### src/rtl/assert_macros.svh
// Assertion macros shared by the substring finder RTL.
// Included by modules that carry concurrent checks; no other dependencies.
`ifndef ASSERT_MACROS_SVH
`define ASSERT_MACROS_SVH
`ifndef NO_ASSERTIONS
// Check on every clock edge outside reset
`define WSF_ASSERT(label, clk, rst, prop) \
   label: assert property (@(posedge clk) disable iff (rst) (prop)) \
      else $error("wsf assertion failed");
// Check on every clock edge, reset included
`define WSF_ASSERT_ALWAYS(label, clk, prop) \
   label: assert property (@(posedge clk) (prop)) \
      else $error("wsf assertion failed");
`else
`define WSF_ASSERT(label, clk, rst, prop)
`define WSF_ASSERT_ALWAYS(label, clk, prop)
`endif
`endif

### src/rtl/wsf_pkg.sv
// Shared types and constants for the wildcard substring finder.
// No dependencies; used by every module of the block.
package wsf_pkg;

   // Parameter defaults
   localparam int PatternMaxDefault = 16;
   localparam int OffsetBitsDefault = 16;

   // Depth of the queue between front and back
   localparam int QueueDepth = 4;

   // Pattern byte that matches any text byte (not in position zero)
   localparam logic [7:0] Wildcard = 8'h3F;

   // Configuration register indexes
   typedef enum logic [1:0] {
      CSR_PATTERN_LENGTH = 2'd0,
      CSR_PATTERN_LOW    = 2'd1,
      CSR_PATTERN_HIGH   = 2'd2,
      CSR_MAX_MATCHES    = 2'd3
   } csr_index_type;

   // Kind of a result item
   typedef enum logic {
      KIND_MATCH   = 1'b0,
      KIND_SUMMARY = 1'b1
   } result_kind_type;

   // One classified text byte, passed from front to back
   typedef struct packed {
      logic        hit;     // window matched and start offset in range
      logic [15:0] offset;  // start offset of the window
      logic        last;    // final byte of the text
   } entry_type;

endpackage

### src/rtl/wsf_front.sv
// Front end: takes text bytes, keeps the byte history and compares the window.
// Depends on wsf_pkg; feeds classified bytes into wsf_queue.
module wsf_front #(
   parameter int PATTERN_MAX = wsf_pkg::PatternMaxDefault,
   parameter int OFFSET_BITS = wsf_pkg::OffsetBitsDefault
) (
   input  logic                clock,
   input  logic                reset,
   input  logic                req_tvalid,
   output logic                req_tready,
   input  logic [7:0]          req_tdata,   // text_byte
   input  logic                req_tlast,   // end_of_text
   input  logic [4:0]          pattern_length,
   input  logic [63:0]         pattern_low,
   input  logic [63:0]         pattern_high,
   input  logic                queue_full,
   output logic                push,
   output wsf_pkg::entry_type  entry
);

   localparam int SeenW = OFFSET_BITS + 1;
   localparam int PatW  = 8 * PATTERN_MAX;
   localparam int ShW   = $clog2(PatW);

   logic [7:0]       recent_ff [PATTERN_MAX-1];
   logic [7:0]       recent_in [PATTERN_MAX-1];
   logic [SeenW-1:0] seen_ff, seen_in;

   logic [4:0]             eff_len;
   logic [7:0]             hist [PATTERN_MAX];
   logic [PatW-1:0]        rev_vec, rp_vec;
   logic [ShW-1:0]         shift_bits;
   logic [PATTERN_MAX-1:0] ok;
   logic                   window_match;
   logic                   eligible;
   logic [SeenW-1:0]       start;

   assign req_tready = !queue_full;
   assign push       = req_tvalid && req_tready;

   // Pattern length clamped to the supported range
   always_comb begin
      if (pattern_length == 5'd0) begin
         eff_len = 5'd1;
      end else if (int'(pattern_length) > PATTERN_MAX) begin
         eff_len = 5'(PATTERN_MAX);
      end else begin
         eff_len = pattern_length;
      end
   end

   // History: position 0 is the incoming byte, higher positions are older
   always_comb begin
      hist[0] = req_tdata;
      for (int j = 1; j < PATTERN_MAX; j++) begin
         hist[j] = recent_ff[j-1];
      end
   end

   // Pattern reversed and aligned so byte j faces history position j
   always_comb begin
      for (int j = 0; j < PATTERN_MAX; j++) begin
         if (PATTERN_MAX - 1 - j < 8) begin
            rev_vec[8*j +: 8] = pattern_low[8*((PATTERN_MAX - 1 - j) % 8) +: 8];
         end else if (PATTERN_MAX - 1 - j < 16) begin
            rev_vec[8*j +: 8] = pattern_high[8*((PATTERN_MAX - 1 - j) % 8) +: 8];
         end else begin
            rev_vec[8*j +: 8] = 8'h00;
         end
      end
      shift_bits = ShW'(8 * (PATTERN_MAX - int'(eff_len)));
      rp_vec     = rev_vec >> shift_bits;
   end

   // Parallel byte comparators; first pattern byte always compares exactly
   always_comb begin
      for (int j = 0; j < PATTERN_MAX; j++) begin
         ok[j] = (j >= int'(eff_len))
              || ((rp_vec[8*j +: 8] == wsf_pkg::Wildcard) && (j != int'(eff_len) - 1))
              || (rp_vec[8*j +: 8] == hist[j]);
      end
      window_match = &ok;
   end

   // Window position and start offset
   assign eligible = seen_ff >= SeenW'(eff_len - 5'd1);
   assign start    = seen_ff - SeenW'(eff_len - 5'd1);

   always_comb begin
      entry.hit    = window_match && eligible && !start[SeenW-1];
      entry.offset = 16'(start);
      entry.last   = req_tlast;
   end

   // History shift and byte count
   always_comb begin
      recent_in = recent_ff;
      seen_in   = seen_ff;
      if (push) begin
         recent_in[0] = req_tdata;
         for (int i = 1; i < PATTERN_MAX - 1; i++) begin
            recent_in[i] = recent_ff[i-1];
         end
         if (req_tlast) begin
            seen_in = '0;
         end else if (seen_ff != '1) begin
            seen_in = seen_ff + SeenW'(1);
         end
      end
   end

   always_ff @(posedge clock) begin
      recent_ff <= recent_in;
   end

   always_ff @(posedge clock) begin
      if (reset) begin
         seen_ff <= '0;
      end else begin
         seen_ff <= seen_in;
      end
   end

endmodule

### src/rtl/wsf_queue.sv
// Short FIFO decoupling the front end from the result sequencer.
// Depends on wsf_pkg and assert_macros.svh.
`include "assert_macros.svh"
module wsf_queue (
   input  logic               clock,
   input  logic               reset,
   input  logic               push,
   input  wsf_pkg::entry_type push_entry,
   output logic               full,
   input  logic               pop,
   output logic               not_empty,
   output wsf_pkg::entry_type head
);

   localparam int Depth = wsf_pkg::QueueDepth;
   localparam int AddrW = $clog2(Depth);
   localparam int CntW  = $clog2(Depth + 1);

   wsf_pkg::entry_type store_ff [Depth];
   logic [AddrW-1:0]   wr_ptr_ff, wr_ptr_in;
   logic [AddrW-1:0]   rd_ptr_ff, rd_ptr_in;
   logic [CntW-1:0]    count_ff, count_in;

   assign full      = count_ff == CntW'(Depth);
   assign not_empty = count_ff != '0;
   assign head      = store_ff[rd_ptr_ff];

   // Pointer and fill count update
   always_comb begin
      wr_ptr_in = wr_ptr_ff;
      rd_ptr_in = rd_ptr_ff;
      count_in  = count_ff;
      if (push) begin
         wr_ptr_in = (wr_ptr_ff == AddrW'(Depth - 1)) ? '0 : wr_ptr_ff + AddrW'(1);
      end
      if (pop) begin
         rd_ptr_in = (rd_ptr_ff == AddrW'(Depth - 1)) ? '0 : rd_ptr_ff + AddrW'(1);
      end
      if (push && !pop) begin
         count_in = count_ff + CntW'(1);
      end else if (pop && !push) begin
         count_in = count_ff - CntW'(1);
      end
   end

   always_ff @(posedge clock) begin
      if (push) begin
         store_ff[wr_ptr_ff] <= push_entry;
      end
   end

   always_ff @(posedge clock) begin
      if (reset) begin
         wr_ptr_ff <= '0;
         rd_ptr_ff <= '0;
         count_ff  <= '0;
      end else begin
         wr_ptr_ff <= wr_ptr_in;
         rd_ptr_ff <= rd_ptr_in;
         count_ff  <= count_in;
      end
   end

   `WSF_ASSERT(a_count_bound, clock, reset, count_ff <= CntW'(Depth))
   `WSF_ASSERT(a_no_push_full, clock, reset, full |-> !push)
   `WSF_ASSERT(a_no_pop_empty, clock, reset, !not_empty |-> !pop)

endmodule

### src/rtl/wsf_back.sv
// Back end: counts matches, applies the match limit and sequences results.
// Depends on wsf_pkg and assert_macros.svh; drains wsf_queue.
`include "assert_macros.svh"
module wsf_back (
   input  logic               clock,
   input  logic               reset,
   input  logic [15:0]        max_matches,
   input  logic               q_valid,
   input  wsf_pkg::entry_type q_head,
   output logic               q_pop,
   output logic               rsp_tvalid,
   input  logic               rsp_tready,
   output logic [39:0]        rsp_tdata,  // match_offset, match_count, found, zero pad
   output logic               rsp_tuser,  // result_kind
   output logic               rsp_tlast   // run_last
);

   logic [15:0] match_cnt_ff, match_cnt_in;
   logic        stop_ff, stop_in;

   logic        sum_valid_ff, sum_valid_in;
   logic [15:0] sum_cnt_ff, sum_cnt_in;

   logic                     out_valid_ff, out_valid_in;
   wsf_pkg::result_kind_type out_kind_ff, out_kind_in;
   logic [15:0]              out_off_ff, out_off_in;
   logic [15:0]              out_cnt_ff, out_cnt_in;
   logic                     out_found_ff, out_found_in;
   logic                     out_last_ff, out_last_in;

   logic        out_free;
   logic        stop_now;
   logic        hit_go;
   logic [15:0] cnt_next;

   assign out_free = !out_valid_ff || rsp_tready;
   assign q_pop    = q_valid && !sum_valid_ff && out_free;
   assign stop_now = stop_ff || (match_cnt_ff >= max_matches);
   assign hit_go   = !stop_now && q_head.hit;
   assign cnt_next = match_cnt_ff + 16'(hit_go);

   // Result sequencing: a pending summary goes first, then the next entry
   always_comb begin
      match_cnt_in = match_cnt_ff;
      stop_in      = stop_ff;
      sum_valid_in = sum_valid_ff;
      sum_cnt_in   = sum_cnt_ff;
      out_valid_in = out_valid_ff && !rsp_tready;
      out_kind_in  = out_kind_ff;
      out_off_in   = out_off_ff;
      out_cnt_in   = out_cnt_ff;
      out_found_in = out_found_ff;
      out_last_in  = out_last_ff;
      if (sum_valid_ff && out_free) begin
         out_valid_in = 1'b1;
         out_kind_in  = wsf_pkg::KIND_SUMMARY;
         out_off_in   = '0;
         out_cnt_in   = sum_cnt_ff;
         out_found_in = sum_cnt_ff != '0;
         out_last_in  = 1'b1;
         sum_valid_in = 1'b0;
      end else if (q_pop) begin
         if (hit_go) begin
            out_valid_in = 1'b1;
            out_kind_in  = wsf_pkg::KIND_MATCH;
            out_off_in   = q_head.offset;
            out_cnt_in   = cnt_next;
            out_found_in = 1'b1;
            out_last_in  = !q_head.last;
            sum_valid_in = q_head.last;
            sum_cnt_in   = cnt_next;
         end else if (q_head.last) begin
            out_valid_in = 1'b1;
            out_kind_in  = wsf_pkg::KIND_SUMMARY;
            out_off_in   = '0;
            out_cnt_in   = cnt_next;
            out_found_in = cnt_next != '0;
            out_last_in  = 1'b1;
         end
         // Text state: cleared after the final byte
         if (q_head.last) begin
            match_cnt_in = '0;
            stop_in      = 1'b0;
         end else begin
            match_cnt_in = cnt_next;
            stop_in      = stop_now || (cnt_next >= max_matches);
         end
      end
   end

   always_ff @(posedge clock) begin
      if (reset) begin
         match_cnt_ff <= '0;
         stop_ff      <= 1'b0;
         sum_valid_ff <= 1'b0;
         out_valid_ff <= 1'b0;
      end else begin
         match_cnt_ff <= match_cnt_in;
         stop_ff      <= stop_in;
         sum_valid_ff <= sum_valid_in;
         out_valid_ff <= out_valid_in;
      end
   end

   always_ff @(posedge clock) begin
      sum_cnt_ff   <= sum_cnt_in;
      out_kind_ff  <= out_kind_in;
      out_off_ff   <= out_off_in;
      out_cnt_ff   <= out_cnt_in;
      out_found_ff <= out_found_in;
      out_last_ff  <= out_last_in;
   end

   assign rsp_tvalid = out_valid_ff;
   assign rsp_tdata  = {7'd0, out_found_ff, out_cnt_ff, out_off_ff};
   assign rsp_tuser  = out_kind_ff;
   assign rsp_tlast  = out_last_ff;

   `WSF_ASSERT(a_sum_behind_match, clock, reset,
      sum_valid_ff |-> (out_valid_ff && (out_kind_ff == wsf_pkg::KIND_MATCH)))
   `WSF_ASSERT(a_clear_after_last, clock, reset,
      (q_pop && q_head.last) |=> ((match_cnt_ff == '0) && !stop_ff))
   `WSF_ASSERT(a_match_counted, clock, reset,
      (out_valid_ff && (out_kind_ff == wsf_pkg::KIND_MATCH))
         |-> (out_found_ff && (out_cnt_ff != '0)))

endmodule

### src/rtl/wildcard_substring_finder.sv
// Wildcard substring finder, top level: configuration registers and wiring.
// Depends on wsf_pkg, wsf_front, wsf_queue and wsf_back.
//
// Usage: text bytes stream in on req_ (tdata = byte, tlast = final byte of
// the text). Each byte closes one window that is compared in parallel
// against the configured pattern; '?' matches any byte except in pattern
// position zero. Results leave on rsp_: tuser 0 is a match report with the
// start offset, tuser 1 the end-of-text summary with count and found flag;
// tlast marks the last result caused by one input byte.
// Throughput: one byte per cycle while the queue has room. A match on the final
// byte yields two results; the queue is not popped while the summary waits.
// Path: the front end compares the window and writes the queue when the byte
// transfers; the back end then loads its output register from the queue head
// once the output is free, and the result is presented from that register.
// csr_ writes are always accepted and must be issued only while idle.
// Reset clears the text state, the queue and the output; registers return
// to length 1, pattern zero, match limit 16. When rsp_tready is low the
// output holds, the 4-entry queue fills and req_tready drops.
module wildcard_substring_finder #(
   parameter int PATTERN_MAX = wsf_pkg::PatternMaxDefault,
   parameter int OFFSET_BITS = wsf_pkg::OffsetBitsDefault
) (
   input  logic        clock,
   input  logic        reset,
   // Text input
   input  logic        req_tvalid,
   output logic        req_tready,
   input  logic [7:0]  req_tdata,   // text_byte
   input  logic        req_tlast,   // end_of_text
   // Results
   output logic        rsp_tvalid,
   input  logic        rsp_tready,
   output logic [39:0] rsp_tdata,   // [15:0] match_offset, [31:16] match_count, [32] found
   output logic        rsp_tuser,   // result_kind
   output logic        rsp_tlast,   // run_last
   // Configuration writes
   input  logic        csr_valid,
   output logic        csr_ready,
   input  logic [1:0]  csr_index,
   input  logic [63:0] csr_data
);

   logic [4:0]  pat_len_ff;
   logic [63:0] pat_low_ff;
   logic [63:0] pat_high_ff;
   logic [15:0] max_matches_ff;

   logic               q_push, q_pop, q_full, q_valid;
   wsf_pkg::entry_type q_in, q_head;

   assign csr_ready = 1'b1;

   // Configuration registers
   always_ff @(posedge clock) begin
      if (reset) begin
         pat_len_ff     <= 5'd1;
         pat_low_ff     <= '0;
         pat_high_ff    <= '0;
         max_matches_ff <= 16'd16;
      end else if (csr_valid && csr_ready) begin
         case (wsf_pkg::csr_index_type'(csr_index))
            wsf_pkg::CSR_PATTERN_LENGTH: pat_len_ff     <= csr_data[4:0];
            wsf_pkg::CSR_PATTERN_LOW:    pat_low_ff     <= csr_data;
            wsf_pkg::CSR_PATTERN_HIGH:   pat_high_ff    <= csr_data;
            wsf_pkg::CSR_MAX_MATCHES:    max_matches_ff <= csr_data[15:0];
            default: ;
         endcase
      end
   end

   wsf_front #(
      .PATTERN_MAX (PATTERN_MAX),
      .OFFSET_BITS (OFFSET_BITS)
   ) u_front (
      .clock          (clock),
      .reset          (reset),
      .req_tvalid     (req_tvalid),
      .req_tready     (req_tready),
      .req_tdata      (req_tdata),
      .req_tlast      (req_tlast),
      .pattern_length (pat_len_ff),
      .pattern_low    (pat_low_ff),
      .pattern_high   (pat_high_ff),
      .queue_full     (q_full),
      .push           (q_push),
      .entry          (q_in)
   );

   wsf_queue u_queue (
      .clock      (clock),
      .reset      (reset),
      .push       (q_push),
      .push_entry (q_in),
      .full       (q_full),
      .pop        (q_pop),
      .not_empty  (q_valid),
      .head       (q_head)
   );

   wsf_back u_back (
      .clock       (clock),
      .reset       (reset),
      .max_matches (max_matches_ff),
      .q_valid     (q_valid),
      .q_head      (q_head),
      .q_pop       (q_pop),
      .rsp_tvalid  (rsp_tvalid),
      .rsp_tready  (rsp_tready),
      .rsp_tdata   (rsp_tdata),
      .rsp_tuser   (rsp_tuser),
      .rsp_tlast   (rsp_tlast)
   );

endmodule

### config.mk
export PLATFORM = sky130hd
export DESIGN_NAME = wildcard_substring_finder
export DESIGN_NICKNAME = d
export VERILOG_FILES = /design/src/rtl/wsf_pkg.sv /design/src/rtl/wsf_front.sv /design/src/rtl/wsf_queue.sv /design/src/rtl/wsf_back.sv /design/src/rtl/wildcard_substring_finder.sv
export VERILOG_INCLUDE_DIRS = /design/src /design/src/rtl
export SDC_FILE = /design/constraint.sdc
export NUM_CORES = 1
export LEC_CHECK = 0
export ABC_CLOCK_PERIOD_IN_PS = 8400
export BUFFER_PORTS_ARGS = -buffer_cell sky130_fd_sc_hd__buf_2
export CORE_MARGIN = 2
export CORE_UTILIZATION = 30
export CTS_BUF_LIST = sky130_fd_sc_hd__clkbuf_4
export DETAILED_ROUTE_END_ITERATION = 16
export SYNTH_ARGS = -nofsm -noshare
export SYNTH_HDL_FRONTEND = slang
export SYNTH_SLANG_ARGS = --single-unit
### constraint.sdc
create_clock -name clock -period 8.4 [get_ports clock]
set_input_delay 0.42 -clock clock [delete_from_list [all_inputs] [get_ports clock]]
set_output_delay 0.42 -clock clock [all_outputs]
set_load 0.02 [all_outputs]
==> results of run 1 <==
metrics by stage:
stage          total power (uW)  instances  setup WS (ns)  hold slack, ns  area (sq um)
2_1_floorplan              3740       2610           2.23           0.424         25400
3_3_place_gp               4220       3718           1.68           0.443         26900
3_5_place_dp               4230       3718           1.58           0.447         26900
4_1_cts                    6180       3998           1.54          0.0137         29200
5_1_grt                    6440       4002          0.964          0.0709         29200
6_report                   6130       4002           1.39          0.0768         29200
timing repair:
action,in CTS,in global routing
hold buffers,76,0
hold endpoints to repair,185,0
setup buffers,0,0
placed cells by master (no fill, tap or decap), drive strengths merged, types with 10 or more instances in the layout:
cell type    synthesis  final
inv                 64     68
conb                 2     20
mux4                98     98
nor3                46     46
o22ai               16     16
nand4b              10     10
nand4               39     39
nor2b               19     19
a21o                26     26
nand2b              20     20
nand3               42     42
nand2              435    435
ha                  64     64
o21a                12     12
clkbuf             114    158
mux2i               46     46
dlygate4sd3          0     76
edfxtp             225    225
nor4b               18     18
o21ai               76     76
o31ai               11     11
dfxtp              212    212
a21oi              247    247
a22o                26     26
buf                 64    152
a22oi               37     37
o211ai              19     19
nor2               183    183
nor4                21     21
xnor2               77     77
a211oi              13     13
mux2                16     16
xor2                69     69
o32ai               22     22
and3                22     22
clkinv               0     40
or3                 10     10
a31oi               41     41
and4                10     10
sequential cells by signal (all words and copies together) (netlist names), 2 cells and up, named ones only:
name,count
max_matches_ff,16
pat_high_ff,64
pat_len_ff,5
pat_low_ff,64
u_back.match_cnt_ff,16
u_back.out_cnt_ff,16
u_back.out_off_ff,16
u_back.sum_cnt_ff,16
u_front.hist,120
u_front.seen_ff,17
u_queue.count_ff,3
u_queue.rd_ptr_ff,2
u_queue.store_ff,72
u_queue.wr_ptr_ff,2
report_power, final:
| part | switching (uW) | internal (uW) |
|---|---|---|
| Clock | 949 | 955 |
| Sequential | 259 | 2610 |
| Combinational | 851 | 500 |
| Total | 2060 | 4070 |
cells by family after synthesis:
logic type / synth area share, %
AO/OA/AOI/OAI: 16.1
XOR/XNOR: 5.08
adder cells (fa/ha/maj): 3.32
buffers and inverters: 4.20
flip-flops: 43.4
multiplexers: 11.3
other: 0.0296
AND/OR/NAND/NOR: 16.6
critical path, cell delays in order, from the launching register on:
cell and delay, ns:
dfxtp_1 0.77, or4_4 0.47, nand2_8 0.31, inv_6 0.45, ha_1 0.42, nor4b_1 0.57, a21oi_1 0.30, ha_1 0.44
nand4_1 0.13, inv_1 0.05, a221oi_1 0.45, o21bai_1 0.22, a221oi_1 0.36, mux2_2 0.23, o31ai_1 0.07, a311oi_1 0.51
nand4_1 0.14, nor4_1 0.58, o211a_1 0.30
metal layers:
layer	up-vias	GRT usage, %	routed length [um]
met2	1307	30.5	39100
met1	10600	28.8	38800
met5	-	0	9
li1	10000	-	-
met4	2	11.4	5340
met3	263	5.32	9680
area by class of cell:
type	count	area [sq um]	area share [%]
multi-input combinational	1931	13400	45.9
sequential	437	11000	37.7
timing repair buffer	228	1620	5.54
tap	1134	1420	4.86
clock buffer	158	1190	4.06
clock inverter	46	319	1.09
inverter	64	248	0.849
antenna	4	10.0	0.0343
cells in the mapped netlist (9+ instances only):
library cell,instances,area (sq um)
xnor2_1,76,666
xor2_1,69,604
a22oi_1,36,270
and3_1,22,138
o22ai_1,16,100
nand4b_1,10,87.6
dfxtp_1,212,4240
a21oi_1,247,1240
nor2b_1,19,119
inv_1,63,236
o32ai_1,22,193
or3_1,10,62.6
buf_2,26,130
nand2b_1,20,125
nor4b_1,18,158
and4_1,10,87.6
nor2_1,183,687
nand4_1,39,244
nor3_1,45,225
mux2i_1,41,410
o21a_1,12,90.1
mux4_2,98,2210
nand3_1,42,210
a211oi_1,13,97.6
ha_1,64,801
edfxtp_1,225,6760
o21ai_0,75,375
a22o_1,26,228
o211ai_1,18,135
mux2_2,15,169
buf_4,9,67.6
nor4_1,21,131
a31oi_1,41,257
o31ai_1,10,75.1
buf_1,20,75.1
clkbuf_1,114,428
nand2_1,434,1630
a21o_1,26,195
worst max-delay path by stage:
| stage | depth (start not counted) | slack (ns) | to | start |
|---|---|---|---|---|
| global placement | 19 | 1.68 | u_queue.store_ff[0][17]$_DFFE_PP_ | pat_len_ff[4]$_SDFFE_PP0P_ |
| finish | 18 | 1.39 | u_queue.store_ff[2][17]$_DFFE_PP_ | pat_len_ff[4]$_SDFFE_PP0P_ |
| CTS | 19 | 1.54 | u_queue.store_ff[0][17]$_DFFE_PP_ | pat_len_ff[4]$_SDFFE_PP0P_ |
| floorplan | 29 | 2.23 | u_queue.store_ff[0][17]$_DFFE_PP_ | pat_len_ff[1]$_SDFFE_PP0P_ |
| detailed placement | 18 | 1.58 | u_queue.store_ff[2][17]$_DFFE_PP_ | pat_len_ff[4]$_SDFFE_PP0P_ |
| global route | 19 | 0.96 | u_queue.store_ff[0][17]$_DFFE_PP_ | pat_len_ff[4]$_SDFFE_PP0P_ |
==> run metrics, run 1 <==
first-pass GRT wire length about 140000 um; LEAKAGE 0.0103 uW; maximum fanout along the worst path 49; normalized max-slew margin between 20% and 30%; nets@finish 2921; kind of critical path flip-flop to flip-flop; drt first pass iters 6; post-layout util a little over a third; Layout Skew 0.105 ns; GPL Wtd Cong 1.07; core area 83700 sq um; fraction of layout cells with a size suffix above 1 roughly 17%; WL final around 93000 um; HP Start csr_index[1]; Hold Vio Cnt, Final 0; P&R area growth vs syn 15.2%; worst skew pair latency 0.99 ns; Worst-path clk slew 0.08 ns; count of final max-slew check failures 0; die area 86800 sq um; status finished, final reports clean; top-level I/O count approximately 130; syn_area_per_cell 9.78 sq um; TritonCTS clock tree yes; Initial Util between 30% and 40%; antenna violations before repair 3; Inserted Clock Buffers 113; DR vias around 22000; final setup TNS 0 ns; clk sinks roughly 440; period utilisation layout between 80% and 90%; largest net degree at the start of global routing 105; Routed wire per std cell 23.2 um; fin crit period roughly 7 ns; register area share after synthesis 43.4%; cells on worst reg2reg path 18; Cell Pwr Density 210 nW/um^2; RSZ-0062 raised after global routing false; Max Freq 143 MHz; number of flops mapped to enable cells by yosys 225; Netlist Area Pre-Place 25300 sq um; Synth cell types 89; vias in the first global route 20600; I/O Buffers 116; # setup viols final 0; Worst Max-Slew Pin Slew ~1.2 ns; Hold WC Path Type primary input to flip-flop; H-tree Lvls 3; Reg2Reg Setup Slack around 1.4 ns; Die Y 295 um; crit end category flip-flop; worst-case vdd ir drop 126 uV; worst reg2reg path endpoint u_queue.store_ff[2][17]$_DFFE_PP_; Critical Path Source Type flip-flop; Overflow after GRT 0; layout filler cell count about 8500; FF-to-FF Start pat_len_ff[4]$_SDFFE_PP0P_; most used flip-flop cell after synthesis edfxtp_1; Iteration-0 DRC Markers 2898; # resized after CTS 0; Cells on Worst Hold Path 5; Post-DRT Antenna Nets 0; Yosys reg bits about 440; crit path DAT 7.80 ns; Global Route Usage Sum 21.1%; Req. time, crit path approximately 9 ns; Post-synth ARST share 0%; DRC Markers 0; detailed placement HPWL just under 70000 um; CTS root buf clkbuf_4; vias per std cell 5.55; Max Cap Viol 0; Yosys warning count 0; die extent in x 295 um; Longest Clk Path Bufs 3; Hold Path End pat_len_ff[0]$_SDFFE_PP1P_; Synth Instances roughly 2600; row cnt 106
Power figures use the tool's default switching activity.
==> run 2: changes to the inputs <==
--- a/config.mk
+++ b/config.mk
@@ -6,7 +6,7 @@
 export SDC_FILE = /design/constraint.sdc
 export NUM_CORES = 1
 export LEC_CHECK = 0
-export ABC_CLOCK_PERIOD_IN_PS = 8400
+export ABC_CLOCK_PERIOD_IN_PS = 6050
 export BUFFER_PORTS_ARGS = -buffer_cell sky130_fd_sc_hd__buf_2
 export CORE_MARGIN = 2
 export CORE_UTILIZATION = 30
==> constraint.sdc (replaced) <==
create_clock -name clock -period 6.05 [get_ports clock]
set_input_delay 0.3025 -clock clock [delete_from_list [all_inputs] [get_ports clock]]
set_output_delay 0.3025 -clock clock [all_outputs]
set_load 0.02 [all_outputs]
==> run metrics, run 2 (synthesis results as in run 1) <==
status finished, final reports clean; Die Y 295 um (unchanged); count of final max-slew check failures 0 (unchanged); Global Route Usage Sum 21.2% (+0.070 points); detailed placement HPWL 69700 um (+1.1%); Post-DRT Antenna Nets 0 (unchanged); FF-to-FF Start pat_len_ff[4]$_SDFFE_PP0P_; Iteration-0 DRC Markers 2501 (-14%); max reg flops 120 (unchanged); Max Cap Viol 0 (unchanged); Critical Path Source Type flip-flop; Cell Pwr Density 287 nW/um^2 (+37%); fin crit period 5.75 ns (-1.26 ns); most common cell after layout, fill and taps aside nand2_1; Initial Util 30.3% (unchanged); CP dominant cell by count buf_4; Non-Filler Instances 4017 (+0.37%); die area 86800 sq um (unchanged); period utilisation layout 95.1% (+12 points); # setup viols final 0 (unchanged); WL final 94300 um (+1.5%); CTS root buf clkbuf_4; Inserted Clock Buffers 112 (-0.88%); final instance area 29400 sq um (+0.53%); Net Switching 2840 uW (+38%); Max Freq 174 MHz (+22%); P&R area growth vs syn 15.8%; Inst Count DP 3735 (+0.46%); worst-case vdd ir drop 203 uV (+61%); Reg2Reg Setup Slack 0.30 ns (-1.09 ns); clk sinks 437 (unchanged); vias in the first global route 20700 (+0.47%); drt first pass iters 7 (+1); Longest Clk Path Bufs 3 (unchanged); Hold Vio Cnt, Final 0 (unchanged); worst skew pair latency 0.98 ns (about the same); P_int 5590 uW (+37%); first-pass GRT wire length 137000 um (+0.42%); DR vias 22400 (+0.74%); top-level I/O count 125 (unchanged); CP delay by family, top compound AO/OA/AOI/OAI gates; Overflow after GRT 0 (unchanged); kind of critical path flip-flop to flip-flop; CP peak stage delay 0.49 ns (-0.28 ns); DP Area 27100 sq um (+0.61%); nets@finish 2944 (+0.79%); Min Hold Slack 0.155 ns (+0.0786 ns); Clock Power Share 30.0% (-1.1 points); Slowest-stage cell, CP a221oi_1; crit path cell chain buf_4 -> nand2b_1 -> nand2_8 -> inv_6 -> ha_1 -> nor4b_1 -> buf_4 -> a21oi_1 -> ha_1 -> nand4_1 -> inv_1 -> a221oi_1 -> o21bai_1 -> a221oi_1 -> mux2_2 -> o31ai_1 -> a311oi_1 -> nand4_1 -> nor4_1 -> buf_4 -> o211a_1; Worst-path clk slew 0.07 ns (about the same); normalized max-slew margin 17.1% (-5.1 points); Worst Setup SP pat_len_ff[4]$_SDFFE_PP0P_; maximum fanout along the worst path 38 (-22%); fraction of layout cells with a size suffix above 1 17.2% (+0.54 points); RSZ-0062 raised after global routing false; LEAKAGE 0.0104 uW (+0.83%); Req. time, crit path 6.80 ns (-2.39 ns); crit end category flip-flop; Worst Max-Slew Pin Slew 1.24 ns (+0.0739 ns); vias per std cell 5.57 (+0.37%); Routed wire per std cell 23.5 um (+1.1%); Layout Skew 0.119 ns (+0.0146 ns); commonest non-fill, non-tap cells in the layout nand2_1 (434), a21oi_1 (247), edfxtp_1 (225); Seq pwr share 47.8% (+0.9 points); TritonCTS clock tree yes; I/O Buffers 116 (unchanged); row cnt 106 (unchanged); sw frac 33.7% (+0.062 points); core area 83700 sq um (unchanged); worst path buffer plus inverter count 5 (+3); die extent in x 295 um (unchanged); final setup TNS 0 ns (unchanged); HP Start req_tdata[4]; DRC Markers 0 (unchanged); largest net degree at the start of global routing 94 (-10%); GPL Wtd Cong 1.09 (+1.7%); Total Power 8420 uW (+37%); Comb power frac 22.3% (+0.3 points); crit path DAT 6.50 ns (-1.30 ns); H-tree Lvls 3 (unchanged); antenna violations before repair 4 (+1); Hold WC Path Type primary input to flip-flop
run 2: what timing repair did:
action / CTS / global route
hold endpoints to repair: 197 / 0
hold buffers: 83 / 0
resized for setup: 0 / 2
endpoints found under the setup margin: 0 / 3
setup buffers: 0 / 0
run 2: cell type report:
class,instances,area (sq um)
antenna,5,12.5
sequential,437,11000
multi-input combinational,1931,13400
fill,8514,54300
timing repair buffer,252,1850
clock inverter,31,193
inverter,64,248
tap,1134,1420
clock buffer,163,1220
run 2: path summary, 6_finish.rpt:
path | depth (start not counted) | to
min | 2 | u_front.hist[116]$_DFFE_PP_
min reg2reg | 2 | max_matches_ff[5]$_SDFFE_PP0P_
max | 21 | u_queue.store_ff[3][17]$_DFFE_PP_
max reg2reg | 21 | u_queue.store_ff[3][17]$_DFFE_PP_
run 2: worst reg2reg max path: stages (launching register included):
cell and delay, ns:
dfxtp_1 0.35, buf_4 0.25, nand2b_1 0.27, nand2_8 0.10, inv_6 0.32, ha_1 0.42, nor4b_1 0.27, buf_4 0.19
a21oi_1 0.07, ha_1 0.34, nand4_1 0.13, inv_1 0.05, a221oi_1 0.49, o21bai_1 0.23, a221oi_1 0.42, mux2_2 0.26
o31ai_1 0.08, a311oi_1 0.44, nand4_1 0.15, nor4_1 0.34, buf_4 0.21, o211a_1 0.19
run 2: power by group through the flow:
stage               registers, uW  logic [uW]  clock network, uW
finish                       4020        1880               2520
global route                 4050        2020               2760
CTS                          4010        1860               2600
detailed placement           4080        1820                  0
global placement             4070        1810                  0
floorplan                    4010        1180                  0
run 2: metrics by stage:
stage	worst slack [ns]	utilization (%)
4_1_cts	0.424	35.0
3_5_place_dp	0.521	32.4
3_3_place_gp	0.526	32.4
2_1_floorplan	0.0713	-
5_1_grt	0.0949	35.1
6_report	0.298	35.1
run 2: layer usage:
| metal | vias up | share of wire, % | track usage (%) |
|---|---|---|---|
| met2 | 1256 | 42 | 30.8 |
| met1 | 10800 | 42 | 28.4 |
| met4 | 2 | 6.5 | 13.0 |
| li1 | 10100 | - | - |
| met3 | 300 | 9.6 | 4.98 |
| met5 | - | 0.012 | 0 |
==> run 3: changes to the inputs <==
--- a/config.mk
+++ b/config.mk
@@ -8,10 +8,13 @@
 export LEC_CHECK = 0
 export ABC_CLOCK_PERIOD_IN_PS = 6050
 export BUFFER_PORTS_ARGS = -buffer_cell sky130_fd_sc_hd__buf_2
+export CORE_ASPECT_RATIO = 1.1
 export CORE_MARGIN = 2
 export CORE_UTILIZATION = 30
 export CTS_BUF_LIST = sky130_fd_sc_hd__clkbuf_4
 export DETAILED_ROUTE_END_ITERATION = 16
+export PLACE_DENSITY_LB_ADDON = 0.15
+export SLEW_MARGIN = 0
 export SYNTH_ARGS = -nofsm -noshare
 export SYNTH_HDL_FRONTEND = slang
 export SYNTH_SLANG_ARGS = --single-unit
==> run metrics, run 3 (synthesis results as in run 1) <==
antenna violations before repair 3 (-1); Iteration-0 DRC Markers 2085 (-17%); status finished, final reports clean; cells on worst reg2reg path 18 (-14%); TritonCTS clock tree yes; Layout Skew 0.110 ns (-0.00906 ns); Worst-path clk slew 0.07 ns (about the same); kind of critical path flip-flop to flip-flop; fraction of layout cells with a size suffix above 1 17.8% (+0.65 points); Post-DRT Antenna Nets 0 (unchanged); H-tree Lvls 3 (unchanged); pre-CTS worst setup slack 0.369 ns (-0.152 ns); row cnt 111 (+4.7%); Hold WC Path Type primary input to flip-flop; DR vias 22400 (+0.17%); worst skew pair latency 1.03 ns (+0.05 ns); period utilisation layout 95.4% (+0.28 points); Worst Setup SP pat_len_ff[3]$_SDFFE_PP0P_; clk sinks 437 (unchanged); commonest non-fill, non-tap cells in the layout nand2_1 (434), a21oi_1 (247), edfxtp_1 (225); count of final max-slew check failures 0 (unchanged); Inserted Clock Buffers 118 (+5.4%); WL final 104000 um (+11%); FF-to-FF Start pat_len_ff[3]$_SDFFE_PP0P_; normalized max-slew margin 11.5% (-5.7 points); CTS root buf clkbuf_4; die extent in x 281 um (-4.6%); Initial Util 30.4% (+0.079 points); Total Power 8640 uW (+2.5%); Cells on Worst Hold Path 4 (+2); Critical Path Source Type flip-flop; HP Start csr_data[45]; GPL Wtd Cong 0.990 (-9.0%); RSZ-0062 raised after global routing false; DRC Markers 0 (unchanged); LEAKAGE 0.0105 uW (+1.0%); Routed wire per std cell 25.8 um (+10%); crit end category flip-flop; worst-case vdd ir drop 168 uV (-17%); # setup viols final 0 (unchanged); first-pass GRT wire length 151000 um (+9.9%); Worst Max-Slew Pin Slew 1.33 ns (+0.0846 ns); Global Route Usage Sum 23.8% (+2.6 points); Overflow after GRT 0 (unchanged); drt first pass iters 5 (-2); vias in the first global route 22100 (+6.6%); crit path DAT 6.59 ns (+0.09 ns); Min Hold Slack 0.102 ns (-0.0531 ns); core area 83500 sq um (-0.26%); nets@finish 2956 (+0.41%); worst setup margin 0.281 ns (-0.0167 ns); layout filler cell count 8538 (+0.28%); vias per std cell 5.56 (-0.31%); fin crit period 5.77 ns (+0.0167 ns); Die Y 309 um (+4.8%); Max Freq 173 MHz (-0.29%); Longest Clk Path Bufs 3 (unchanged); Max Cap Viol 0 (unchanged); top-level I/O count 125 (unchanged); most common cell after layout, fill and taps aside nand2_1; detailed placement HPWL 77800 um (+12%); Req. time, crit path 6.87 ns (+0.07 ns); final setup TNS 0 ns (unchanged); I/O Buffers 116 (unchanged); Cell Pwr Density 293 nW/um^2 (+2.0%); die area 86800 sq um (about the same); largest net degree at the start of global routing 102 (+8.5%); max reg flops 120 (unchanged); maximum fanout along the worst path 60 (+58%); P&R area growth vs syn 16.4%; Hold Vio Cnt, Final 0 (unchanged)
## run 3: changes by cell type in the layout (fill, tap and decap cells not counted), moves of 3 or more
cell	change
clkbuf_4	+13
buf_4	+9
clkinv_1	+5
dlygate4sd3_1	-3
## run 3: critical path, cell delays in order, from the launching register on
cell,delay [ns]
dfxtp_1,0.30
buf_4,0.18
or4_4,0.59
nand2_8,0.11
inv_6,0.10
ha_1,0.31
xnor2_4,0.26
buf_12,0.32
nand2_1,0.57
o32ai_1,0.74
a21oi_1,0.23
xor2_1,0.21
nor4_1,0.31
a211o_1,0.21
o311ai_0,0.14
buf_4,0.18
nor4_1,0.29
buf_4,0.16
o211a_1,0.29
## run 3: worst paths after layout
kind                                                           to  slack (ns)
worst max register to register  u_queue.store_ff[3][17]$_DFFE_PP_        0.28
worst max-delay path            u_queue.store_ff[3][17]$_DFFE_PP_        0.28
worst min register to register          u_front.hist[8]$_DFFE_PP_        0.43
worst min-delay path                  pat_low_ff[45]$_SDFFE_PP0P_        0.10
## run 3: what timing repair did
item | 4_1_cts | 5_1_grt
resized for setup | 0 | 1
endpoints found under the setup margin | 0 | 4
hold buffers | 80 | 0
setup buffers | 0 | 0
hold endpoints to repair | 204 | 0
## run 3: cell type report
| class | instances | area (sq um) | area share, % |
|---|---|---|---|
| Tap cell | 1130 | 1410 | 4.79 |
| Clock inverter | 36 | 218 | 0.738 |
| Multi-Input combinational cell | 1931 | 13400 | 45.4 |
| Clock buffer | 176 | 1320 | 4.48 |
| Antenna cell | 4 | 10.0 | 0.0339 |
| Timing Repair Buffer | 258 | 1890 | 6.41 |
| Inverter | 64 | 248 | 0.840 |
| Sequential cell | 437 | 11000 | 37.3 |
## run 3: where the power goes
part           internal (uW)  switching (uW)  total, uW
clock                   1390            1330       2710
sequential              3630             350       3980
combinational            702            1240       1940
## run 3: stage by stage
step / cell area (sq um) / utilization (%) / instances
after floorplan: 25400 / - / 2610
after global placement: 27200 / 32.5 / 3740
after detailed placement: 27200 / 32.5 / 3740
after CTS: 29500 / 35.3 / 4032
after global routing: 29500 / 35.3 / 4035
final: 29500 / 35.4 / 4036
## run 3: metal layers
metal / track usage, % / wire length [um] / vias to the layer above / part of all wire [%]
li1: - / - / 10100 / -
met1: 28.8 / 41600 / 11000 / 40
met2: 39.1 / 49000 / 986 / 47
met3: 4.61 / 7080 / 294 / 6.8
met4: 14.5 / 6660 / 2 / 6.4
met5: 0 / 19 / - / 0.018
